`config.mk`:
```
export PLATFORM = sky130hd
export DESIGN_NAME = self_fed_automaton_sequence_generator
export DESIGN_NICKNAME = d
export VERILOG_FILES = /design/src/design/sfa_pkg.sv /design/src/design/sfa_ram.sv /design/src/design/sfa_seq.sv /design/src/design/self_fed_automaton_sequence_generator.sv
export SDC_FILE = /design/constraint.sdc
export NUM_CORES = 1
export LEC_CHECK = 0
export ABC_AREA = 1
export BUFFER_PORTS_ARGS = -buffer_cell sky130_fd_sc_hd__buf_2
export CAP_MARGIN = 20
export CORE_MARGIN = 10
export CORE_UTILIZATION = 70
export CTS_BUF_LIST = sky130_fd_sc_hd__clkbuf_4 sky130_fd_sc_hd__clkbuf_8
export CTS_CLUSTER_SIZE = 40
export DETAILED_ROUTE_END_ITERATION = 8
export PLACE_DENSITY_LB_ADDON = 0.25
export SLEW_MARGIN = 25
export SYNTH_ARGS = -nofsm -noshare
export SYNTH_HDL_FRONTEND = slang
export SYNTH_SLANG_ARGS = --single-unit
```
`constraint.sdc`:
```
create_clock -name clk -period 7.08 [get_ports clk]
set_input_delay 0.354 -clock clk [delete_from_list [all_inputs] [get_ports clk]]
set_output_delay 0.354 -clock clk [all_outputs]
set_load 0.1 [all_outputs]
```
`src/design/sfa_pkg.sv`:
```
// Shared constants and types for the self-fed automaton sequence generator.
`timescale 1ns / 1ps

package sfa_pkg;

  localparam int NUM_STATES  = 16;
  localparam int NUM_SYMBOLS = 2;
  localparam int QUEUE_DEPTH = 64;

  localparam int ST_W      = $clog2(NUM_STATES);
  localparam int SYM_W     = 1;
  localparam int TAB_DEPTH = NUM_STATES * NUM_SYMBOLS;
  localparam int TAB_AW    = $clog2(TAB_DEPTH);
  localparam int Q_AW      = $clog2(QUEUE_DEPTH);
  localparam int PTR_W     = Q_AW + 1;

  localparam logic [1:0] CMD_LOAD    = 2'd0;
  localparam logic [1:0] CMD_RESTART = 2'd1;
  localparam logic [1:0] CMD_EMIT    = 2'd2;

  typedef struct packed {
    logic [ST_W-1:0] next_state;
    logic            two;
    logic            r1;
    logic            r0;
  } tab_entry_t;

  localparam int TAB_W = $bits(tab_entry_t);

  typedef struct packed {
    logic            we;
    logic [Q_AW-1:0] waddr;
    logic            wdata;
    logic [Q_AW-1:0] raddr;
  } q_req_t;

  typedef struct packed {
    logic              we;
    logic [TAB_AW-1:0] waddr;
    tab_entry_t        wdata;
    logic [TAB_AW-1:0] raddr;
  } tab_req_t;

  typedef struct packed {
    logic valid;
    logic sym;
    logic status;
  } res_t;

endpackage

```
`src/design/sfa_ram.sv`:
```
// Simple dual-port synchronous RAM, one write and one registered read port.
`timescale 1ns / 1ps

module sfa_ram #(
  parameter int DEPTH = 32,
  parameter int WIDTH = 8
) (
  input  logic                     clk,
  input  logic                     we,
  input  logic [$clog2(DEPTH)-1:0] waddr,
  input  logic [WIDTH-1:0]         wdata,
  input  logic [$clog2(DEPTH)-1:0] raddr,
  output logic [WIDTH-1:0]         rdata
);

  logic [WIDTH-1:0] mem [DEPTH];

  always_ff @(posedge clk) begin
    if (we) begin
      mem[waddr] <= wdata;
    end
  end

  always_ff @(posedge clk) begin
    rdata <= mem[raddr];
  end

endmodule

```
`src/design/sfa_seq.sv`:
```
// Command sequencer: pointers, automaton state and memory access ordering.
`timescale 1ns / 1ps

module sfa_seq (
  input  logic                      clk,
  input  logic                      rst,
  input  logic                      cfg_valid,
  input  logic                      seed_symbol,
  input  logic                      in_valid,
  output logic                      in_ready,
  input  logic [1:0]                command,
  input  logic [3:0]                entry_state,
  input  logic                      entry_symbol,
  input  logic [3:0]                entry_next_state,
  input  logic [1:0]                entry_response_count,
  input  logic                      entry_response_first,
  input  logic                      entry_response_second,
  output sfa_pkg::q_req_t           q_req,
  input  logic                      q_rdata,
  output sfa_pkg::tab_req_t         tab_req,
  input  sfa_pkg::tab_entry_t       tab_rdata,
  output sfa_pkg::res_t             res,
  input  logic                      res_ready
);

  localparam logic [2:0] ST_IDLE    = 3'd0;
  localparam logic [2:0] ST_EMIT_RD = 3'd1;
  localparam logic [2:0] ST_CONS_RD = 3'd2;
  localparam logic [2:0] ST_TAB_RD  = 3'd3;
  localparam logic [2:0] ST_PUSH2   = 3'd4;
  localparam logic [2:0] ST_RESP    = 3'd5;

  logic [2:0]                       fsm;
  logic [sfa_pkg::ST_W-1:0]         cur_state;
  logic [sfa_pkg::PTR_W-1:0]        wp;
  logic [sfa_pkg::PTR_W-1:0]        ep;
  logic [sfa_pkg::PTR_W-1:0]        cp;
  logic                             seed;
  logic                             res_sym;
  logic                             res_status;
  logic                             r1_hold;

  logic                             accept;
  logic [sfa_pkg::PTR_W-1:0]        held;
  logic                             ovf;
  logic                             load_ok;

  assign accept   = in_valid && in_ready;
  assign in_ready = (fsm == ST_IDLE);
  assign held     = wp - cp;
  assign ovf      = (held == sfa_pkg::PTR_W'(sfa_pkg::QUEUE_DEPTH)) && tab_rdata.two;
  assign load_ok  = (int'(entry_state) < sfa_pkg::NUM_STATES) &&
                    (int'(entry_symbol) < sfa_pkg::NUM_SYMBOLS);

  assign res.valid  = (fsm == ST_RESP);
  assign res.sym    = res_sym;
  assign res.status = res_status;

  always_comb begin
    q_req.we    = 1'b0;
    q_req.waddr = wp[sfa_pkg::Q_AW-1:0];
    q_req.wdata = 1'b0;
    q_req.raddr = ep[sfa_pkg::Q_AW-1:0];

    tab_req.we               = 1'b0;
    tab_req.waddr            = sfa_pkg::TAB_AW'(
                                 sfa_pkg::TAB_AW'(entry_state) *
                                 sfa_pkg::TAB_AW'(sfa_pkg::NUM_SYMBOLS) +
                                 sfa_pkg::TAB_AW'(entry_symbol));
    tab_req.wdata.next_state = sfa_pkg::ST_W'(entry_next_state);
    tab_req.wdata.two        = (entry_response_count >= 2'd2);
    tab_req.wdata.r1         = entry_response_second;
    tab_req.wdata.r0         = entry_response_first;
    tab_req.raddr            = sfa_pkg::TAB_AW'(
                                 sfa_pkg::TAB_AW'(cur_state) *
                                 sfa_pkg::TAB_AW'(sfa_pkg::NUM_SYMBOLS) +
                                 sfa_pkg::TAB_AW'(q_rdata));

    case (fsm)
      ST_IDLE: begin
        if (accept) begin
          case (command)
            sfa_pkg::CMD_LOAD: begin
              tab_req.we = load_ok;
            end
            sfa_pkg::CMD_RESTART: begin
              q_req.we    = 1'b1;
              q_req.waddr = '0;
              q_req.wdata = seed;
            end
            sfa_pkg::CMD_EMIT: begin
              // nothing left to emit: fetch the oldest unconsumed symbol
              if (ep == wp) begin
                q_req.raddr = cp[sfa_pkg::Q_AW-1:0];
              end
            end
            default: begin
            end
          endcase
        end
      end
      ST_TAB_RD: begin
        q_req.we    = !ovf;
        q_req.wdata = tab_rdata.r0;
      end
      ST_PUSH2: begin
        q_req.we    = 1'b1;
        q_req.wdata = r1_hold;
      end
      default: begin
      end
    endcase
  end

  always_ff @(posedge clk) begin
    if (rst) begin
      fsm        <= ST_IDLE;
      cur_state  <= '0;
      wp         <= '0;
      ep         <= '0;
      cp         <= '0;
      seed       <= 1'b0;
      res_sym    <= 1'b0;
      res_status <= 1'b0;
      r1_hold    <= 1'b0;
    end else begin
      if (cfg_valid) begin
        seed <= seed_symbol;
      end
      case (fsm)
        ST_IDLE: begin
          if (accept) begin
            res_sym    <= 1'b0;
            res_status <= (command == sfa_pkg::CMD_EMIT) && (ep == wp) && (cp == wp);
            case (command)
              sfa_pkg::CMD_RESTART: begin
                cur_state <= '0;
                wp        <= sfa_pkg::PTR_W'(1);
                ep        <= '0;
                cp        <= '0;
                fsm       <= ST_RESP;
              end
              sfa_pkg::CMD_EMIT: begin
                if (ep != wp) begin
                  fsm <= ST_EMIT_RD;
                end else if (cp == wp) begin
                  fsm <= ST_RESP;
                end else begin
                  fsm <= ST_CONS_RD;
                end
              end
              default: begin
                fsm <= ST_RESP;
              end
            endcase
          end
        end
        ST_EMIT_RD: begin
          res_sym <= q_rdata;
          ep      <= ep + 1'b1;
          fsm     <= ST_RESP;
        end
        ST_CONS_RD: begin
          fsm <= ST_TAB_RD;
        end
        ST_TAB_RD: begin
          if (ovf) begin
            res_status <= 1'b1;
            fsm        <= ST_RESP;
          end else begin
            // the emitted symbol is the first response just appended
            res_sym   <= tab_rdata.r0;
            cp        <= cp + 1'b1;
            wp        <= wp + 1'b1;
            ep        <= ep + 1'b1;
            cur_state <= tab_rdata.next_state;
            r1_hold   <= tab_rdata.r1;
            fsm       <= tab_rdata.two ? ST_PUSH2 : ST_RESP;
          end
        end
        ST_PUSH2: begin
          wp  <= wp + 1'b1;
          fsm <= ST_RESP;
        end
        ST_RESP: begin
          if (res_ready) begin
            fsm <= ST_IDLE;
          end
        end
        default: begin
          fsm <= ST_IDLE;
        end
      endcase
    end
  end

  a_res_slot_free: assert property (@(posedge clk) disable iff (rst)
    res.valid && !res_ready |=> res.valid && $stable(res_sym) && $stable(res_status))
    else $error("result dropped while output slot busy");

  a_queue_bound: assert property (@(posedge clk) disable iff (rst)
    held <= sfa_pkg::PTR_W'(sfa_pkg::QUEUE_DEPTH))
    else $error("pending queue holds more than its depth");

  a_emit_window: assert property (@(posedge clk) disable iff (rst)
    sfa_pkg::PTR_W'(ep - cp) <= held)
    else $error("emit pointer outside kept window");

  a_consume_step: assert property (@(posedge clk) disable iff (rst)
    (fsm == ST_TAB_RD) && !ovf |=> cp == $past(cp) + 1'b1)
    else $error("consume pointer did not advance");

endmodule

```
`src/design/self_fed_automaton_sequence_generator.sv`:
```
// Top level: sequencer, queue and table memories, and the output register.
//
// Each input item is one command. A load, a restart or any unused command goes
// straight from acceptance to the result state. An emit makes one queue read
// when a written symbol is waiting; when it has to consume a symbol first, it
// makes a queue read, then a dependent table read, then one or two appends
// through the single queue write port. The result sits in an output register,
// so the next item can be taken while it waits. Both memories are undefined
// after reset and need no clearing.
`timescale 1ns / 1ps

module self_fed_automaton_sequence_generator (
  input  logic       clk,
  input  logic       rst,
  input  logic       cfg_valid,
  output logic       cfg_ready,
  input  logic       seed_symbol,
  input  logic       in_valid,
  output logic       in_ready,
  input  logic [1:0] command,
  input  logic [3:0] entry_state,
  input  logic       entry_symbol,
  input  logic [3:0] entry_next_state,
  input  logic [1:0] entry_response_count,
  input  logic       entry_response_first,
  input  logic       entry_response_second,
  output logic       out_valid,
  input  logic       out_ready,
  output logic       out_symbol,
  output logic       status
);

  sfa_pkg::q_req_t     q_req;
  logic                q_rdata;
  sfa_pkg::tab_req_t   tab_req;
  sfa_pkg::tab_entry_t tab_rdata;
  logic [sfa_pkg::TAB_W-1:0] tab_rbits;
  sfa_pkg::res_t       res;
  logic                res_ready;

  assign cfg_ready = 1'b1;
  assign res_ready = !out_valid || out_ready;
  assign tab_rdata = sfa_pkg::tab_entry_t'(tab_rbits);

  sfa_seq u_seq (
    .clk                   (clk),
    .rst                   (rst),
    .cfg_valid             (cfg_valid),
    .seed_symbol           (seed_symbol),
    .in_valid              (in_valid),
    .in_ready              (in_ready),
    .command               (command),
    .entry_state           (entry_state),
    .entry_symbol          (entry_symbol),
    .entry_next_state      (entry_next_state),
    .entry_response_count  (entry_response_count),
    .entry_response_first  (entry_response_first),
    .entry_response_second (entry_response_second),
    .q_req                 (q_req),
    .q_rdata               (q_rdata),
    .tab_req               (tab_req),
    .tab_rdata             (tab_rdata),
    .res                   (res),
    .res_ready             (res_ready)
  );

  sfa_ram #(
    .DEPTH (sfa_pkg::QUEUE_DEPTH),
    .WIDTH (1)
  ) u_queue (
    .clk   (clk),
    .we    (q_req.we),
    .waddr (q_req.waddr),
    .wdata (q_req.wdata),
    .raddr (q_req.raddr),
    .rdata (q_rdata)
  );

  sfa_ram #(
    .DEPTH (sfa_pkg::TAB_DEPTH),
    .WIDTH (sfa_pkg::TAB_W)
  ) u_table (
    .clk   (clk),
    .we    (tab_req.we),
    .waddr (tab_req.waddr),
    .wdata (tab_req.wdata),
    .raddr (tab_req.raddr),
    .rdata (tab_rbits)
  );

  always_ff @(posedge clk) begin
    if (rst) begin
      out_valid <= 1'b0;
    end else if (res.valid && res_ready) begin
      out_valid <= 1'b1;
    end else if (out_ready) begin
      out_valid <= 1'b0;
    end
  end

  always_ff @(posedge clk) begin
    if (res.valid && res_ready) begin
      out_symbol <= res.sym;
      status     <= res.status;
    end
  end

endmodule

```
Yosys cells after proc, flatten, opt, wreduce, memory -nomap -nowiden
Memories as Yosys holds them, arrays and structs flattened. A register that Yosys moved wholly into a read port is not among the register bits.
Cells that the tools add are included.
Word-level totals
  RAM bits: 288
  input bits: 21
  output and inout port bits: 5
  register bits: 35
  memories: 2
  logic and storage cells: 105
Cells by class
  bitwise gates (word level): 1
  $lt $le $gt $ge: 1
  add/subtract/negate cells: 6
  reduce and logical (&&, ||, !) cells: 22
  equal/unequal tests: 16
  multiplexer cells: 45
Memories
  u_table.mem: words 32, bits a word 7, rd ports 1, clocked after memory_dff 1, wr ports 1, RTL line sfa_ram.sv:16  | logic [WIDTH-1:0] mem [DEPTH];
  u_queue.mem: words 64, bits a word 1, rd ports 1, clocked after memory_dff 1, wr ports 1, RTL line sfa_ram.sv:16
Operators with widths (number)
  2-to-1 mux 7 bit: 7
  case mux 7 bit (3 select lines): 2
  2-to-1 mux 6 bit: 4
  adder 7 x 1 -> 7 bit, second input constant: 3
  2-to-1 mux 3 bit: 6
  case mux 3 bit (5 select lines): 1
  equality test 7 bit: 2
  2-to-1 mux 1 bit: 14
  2-to-1 mux 14 bit: 1
  case mux 7 bit (2 select lines): 1
  2-to-1 mux 4 bit: 3
  AND reduction 4 bit: 3
  adder 5 x 1 -> 5 bit: 2
  case mux 1 bit (3 select lines): 3
  2-to-1 mux 8 bit: 1
  case mux 4 bit (2 select lines): 1
  equality test 7 bit, second input constant: 1
  inequality test 7 bit: 1
  subtractor 7 bit: 1
  equality test 3 x 2 -> 1 bit, second input constant: 2
  equality test 3 bit, second input constant: 2
  inequality test 2 bit, second input constant: 3
  AND reduction 3 bit: 2
  nonzero test 3 bit: 2
  other kinds (15): 23

Longest topological paths before layout
  word-level depth: 7
  mapped depth: 19
  gate-level depth less buffers: 17

Cells and area by module
From an unflattened synthesis, not the netlist that was laid out.
Second synthesis, totals
  cell total of the unflattened synthesis: 1557
  area total of the unflattened synthesis: 15143.3 um^2
By module, submodules not included
  sfa_ram (u_table): area each 9416.5 um^2, cells each 813, instances 1, seq. area each 6866.6 um^2
  sfa_ram (u_queue): area each 3045.4 um^2, cells each 314, instances 1, seq. area each 1941.9 um^2
  sfa_seq: area each 2562.5 um^2, cells each 420, instances 1, seq. area each 640.6 um^2
  self_fed_automaton_sequence_generator: area each 118.9 um^2, cells each 10, instances 1, seq. area each 80.1 um^2

Least setup slack after synthesis
Ideal clock, no wire load.
  path type: reg2reg
  start point: register u_seq.fsm[1]
  end point: memory u_queue.mem[0] (data pin)
  path slack: 4.082 ns
  setup time: 0.541 ns
  path buffers: 0
  clock period less this slack: 2.998 ns
  required time: 6.539 ns
  arrival: 2.457 ns
  cell stages (with the launch flop): 6
  path through: dfxtp_1 nor2_1 inv_1 nor2_1 inv_1 o211ai_1
On the way
  cells in the longest elaborated chain, start to end: 4
  elaborated cells on any way between the ends: 6
  those cells by class: 2 x eq/ne; 2 x mux; 2 x reduce/logical
RTL lines
  start: declaration: RTL line sfa_seq.sv:33  | logic [2:0] fsm;
  start signal: assignment: RTL line sfa_seq.sv:178  | fsm <= tab_rdata.two ? ST_PUSH2 : ST_RESP;
  logical NOT 3 bit: RTL line sfa_seq.sv:49, sfa_seq.sv:79
  logical AND 1 bit: RTL line sfa_seq.sv:48  | assign accept = in_valid && in_ready;
  2-to-1 mux 14 bit: RTL line sfa_seq.sv:81  | if (accept) begin
  case mux 1 bit (3 select lines) (*): RTL line sfa_seq.sv:79  | case (fsm)
  named net u_queue.wdata: RTL line sfa_ram.sv:11  | input logic [WIDTH-1:0] wdata,
  end: declaration: RTL line sfa_ram.sv:16
Mark *: on every way through the listed nets, which the timed path passes. The rest lies on a longest branch.

Worst setup path in the final report
  start point: register u_seq.cp[1] (netlist name)
  end point: memory u_queue.mem[26] (enable)
On the way
  cells in the longest elaborated chain, start to end: 7
RTL lines
  start: declaration: RTL line sfa_seq.sv:37  | logic [sfa_pkg::PTR_W-1:0] cp;
  start signal: assignment: RTL line sfa_seq.sv:173  | cp <= cp + 1'b1;
  subtractor 7 bit: RTL line sfa_seq.sv:50  | assign held = wp - cp;
  equality test 7 bit: RTL line sfa_seq.sv:51  | assign ovf = (held == sfa_pkg::PTR_W'(sfa_pkg::QUEUE_DEPTH)) && tab_rdata.two;
  logical AND 1 bit: RTL line sfa_seq.sv:51
  logical NOT 1 bit: RTL line sfa_seq.sv:103  | q_req.we = !ovf;
  case mux 1 bit (3 select lines): RTL line sfa_seq.sv:79
  2-to-1 mux 1 bit: RTL line sfa_ram.sv:19  | if (we) begin
  2-to-1 mux 1 bit (implied by the code): RTL line sfa_ram.sv:20  | mem[waddr] <= wdata;
No other way between the ends.

==> impl_metrics.py <==
metrics = {
    "global_routing": {
        "grt_antenna_before_repair": 0,
        "grt_pass1_wl_um": 52000,
        "via_count_of_the_first_global_routing_pass": 9946,
        "globalRoute.totalOverflow": 0,
        "gr-usage-all-layers_pct": 24.7,
        "grt_max_degree": 114,
    },
    "worst_setup_path": {
        "required_ps": 7350,
        "path_class": "reg -> reg",
        "critPathCaptureType": "flip-flop",
        "start_kind": "flip-flop",
        "timing.critical_path.arrival_ps": 3900,
        "worstPathMaxFanout": 21,
    },
    "power": {
        "p_switching_mw": 1.56,
        "power_total_mw": 4.91,
        "internal_power_summed_over_all_cells_mw": 3.35,
        "vdd.ir_drop.worst_mv": 0.316,
        "leakagePower_nw": 5.60,
        "power_switching_share_pct": 31.7,
        "pwr-share-comb_pct": 21.2,
        "power.sequential.fraction_pct": 45.9,
        "power.density_cell_area_nw_per_um2": 311,
        "clock_power_share_pct": 32.9,
    },
    "logic_synthesis": {
        "post-synth-top-area-cell": "sky130_fd_sc_hd__edfxtp_1",
        "synth.yosys.seq_area_share_pct": 65.9,
        "synth_edf_count": 290,
        "netlist_top_cells_area": "sky130_fd_sc_hd__edfxtp_1 (60%), sky130_fd_sc_hd__nor2_1 (7.1%), sky130_fd_sc_hd__dfxtp_1 (5.7%), sky130_fd_sc_hd__o21ai_0 (4.9%), sky130_fd_sc_hd__nand2_1 (4.2%)",
        "synth_async_sr_flop_share_pct": 0,
        "synth_instances": 1368,
        "synth-seq-cells": 331,
        "postSynthNetCount": 1398,
        "ys_types": 43,
        "yosysWarnings": 0,
        "syn_area_per_cell_um2": 10.6,
        "synthDominantCellAreaShare_pct": 60.2,
        "dominantRegCellSynth": "sky130_fd_sc_hd__edfxtp_1",
        "mappedNetlistArea_um2": 14500,
    },
    "route": {
        "post-route-drc-count": 0,
        "drt_first_pass_iters": 7,
        "ant_nets": 0,
        "first_iter_violations": 1148,
        "route.detailed.vias_per_inst": 6.13,
        "routed_wire_length_per_instance_um": 19.5,
        "vias": 10419,
        "routed_wl_um": 33100,
    },
    "cells_and_area": {
        "area.growth.synth_to_final_pct": 9.12,
        "layout.cells.most_common_list": "sky130_fd_sc_hd__edfxtp_1 (290), sky130_fd_sc_hd__nor2_1 (274), sky130_fd_sc_hd__nand2_1 (159), sky130_fd_sc_hd__o21ai_0 (142), sky130_fd_sc_hd__inv_1 (106)",
        "drive_above_1_share_pct": 9.65,
        "antenna-diode-count": 0,
        "layout.cell_area.non_filler_um2": 15800,
        "layout.cells.most_common": "sky130_fd_sc_hd__edfxtp_1",
        "final_nets": 1418,
        "postLayoutCoreUtil_pct": 77.7,
    },
    "placed_design": {
        "port_buffers": 23,
        "place.gp.congestion": 0.906,
        "dp.final_hpwl_um": 19700,
        "placed_area_um2": 14700,
    },
    "timing": {
        "final.period_utilization_pct": 51.2,
        "hold_slack_ps": 76.7,
        "finClkSkew_ps": 23.0,
        "rsz0062_at_grt": "false",
        "setup-violations-final": 0,
        "finalMaxSlewViolations": 0,
        "finalHoldViolations": 0,
        "tns_ps": 0,
        "achievable_frequency_mhz": 276,
        "maxSlewHeadroom_pct": 46.5,
        "worst-slew-pin-transition_ps": 803,
        "final_worst_path_period_need_ps": 3630,
    },
    "clock_tree": {
        "h_tree_depth": 2,
        "post_cts_resize_count": 0,
        "tritoncts_clock_tree": "yes",
        "clockRootBuffer": "sky130_fd_sc_hd__clkbuf_8",
        "clock_insertion_delay_worst_skew_ps": 600,
        "tritoncts.num_buffers": 51,
        "clk_pin_slew_worst_paths_ps": 60,
        "max-clock-path-buffers": 3,
        "cts_sinks": 331,
    },
    "worst_hold_path": {
        "hold_class": "in -> reg",
    },
    "status": {
        "run_status": "complete, no violations",
    },
    "die": {
        "core_area_um2": 20300,
        "fp.dieArea_um2": 26800,
        "die_w_um": 164,
        "design.portCount": 26,
        "dieHeight_um": 164,
        "initial_core_util_pct": 71.2,
        "placementRows": 52,
    },
    "job": {
        "cap_viol_max_count": 0,
    },
}
## cells in the mapped netlist (all sizes together) (15+ instances only)
cell	n
o21ai	147
o22ai	16
nand3	105
nor2	276
inv	113
edfxtp	290
a21oi	25
o221ai	40
nand2	163
nand4	21
buf	15
dfxtp	41
clkbuf	49
## final cells by class
type	instances	area, um^2
Tap cell	270	338
Fill cell	1293	4530
Timing Repair Buffer	31	184
Clock buffer	78	942
Clock inverter	17	114
Sequential cell	331	9530
Multi-Input combinational cell	859	4230
Inverter	114	428
## power groups by stage
stage,sequential (mW),combinational [mW],clock (mW)
after floorplan,2.24,0.786,0
after global placement,2.29,0.986,0
after detailed placement,2.29,1.02,0
after CTS,2.25,1.03,1.63
after global routing,2.26,1.14,1.71
final,2.26,1.04,1.62
## flip-flops by register name, summed over array words and instances (netlist names)
register and count:
u_queue.rdata 1, status 1, u_seq.cp 7, u_seq.res_sym 1, out_valid 1, u_seq.cur_state 4
u_seq.ep 7, u_seq.r1_hold 1, u_table.mem 224, u_seq.seed 1, u_seq.res_status 1, u_queue.mem 64
u_table.rdata 7, u_seq.fsm 3, u_seq.wp 7, out_symbol 1
## metrics by stage
stage,std cells,setup WS (ps)
3_5_place_dp,1603,3480
2_1_floorplan,1368,4080
6_report,1700,3450
5_1_grt,1700,3070
3_3_place_gp,1603,3610
4_1_cts,1700,3420
## layer usage
layer	wire (um)	share of wire (%)	global-route usage, %
met5	0	0	0
met4	1360	4.1	11.7
met3	2710	8.2	4.33
met2	17000	51	42.6
met1	12100	37	29.6
## logic make-up (layout without fill, tap and decap cells)
kind of cell | Yosys count | after routing | share of synthesized area, %
buffers and inverters | 178 | 240 | 4.80
and+or+nand+nor | 586 | 586 | 17.3
other | 1 | 1 | 0.0259
AOI/OAI and AO/OA | 249 | 249 | 10.3
DFF | 331 | 331 | 65.9
adders and majority gates | 9 | 9 | 0.779
xor gates and xnor gates | 14 | 14 | 0.848
## critical path, stage by stage, from the launching register on
cell	delay (ps)
sky130_fd_sc_hd__dfxtp_1	450
sky130_fd_sc_hd__inv_1	130
sky130_fd_sc_hd__ha_1	340
sky130_fd_sc_hd__a21oi_2	210
sky130_fd_sc_hd__o21ai_1	130
sky130_fd_sc_hd__a21oi_1	180
sky130_fd_sc_hd__xnor2_1	150
sky130_fd_sc_hd__nor3_1	90
sky130_fd_sc_hd__nand3_1	70
sky130_fd_sc_hd__nand2_1	150
sky130_fd_sc_hd__nand2_1	550
sky130_fd_sc_hd__nand4_1	580
sky130_fd_sc_hd__nor2_1	280
## final timing paths
kind | from | endpoint | slack (ps) | cells after the start
setup / recovery | u_seq.cp[1] | u_queue.mem[26] | 3450 | 12
hold / removal | out_ready | out_valid | 80 | 4
setup reg to reg | u_seq.cp[1] | u_queue.mem[26] | 3450 | 12
hold reg to reg | u_seq.res_status | status | 460 | 0
## timing repair
item                                   in CTS  in global routing
endpoints found under the hold margin       1                  0
setup buffers                               0                  0
setup endpoints to repair                   0                  0
hold buffers                                2                  0
Note: power is estimated with default switching activity, not from simulation.
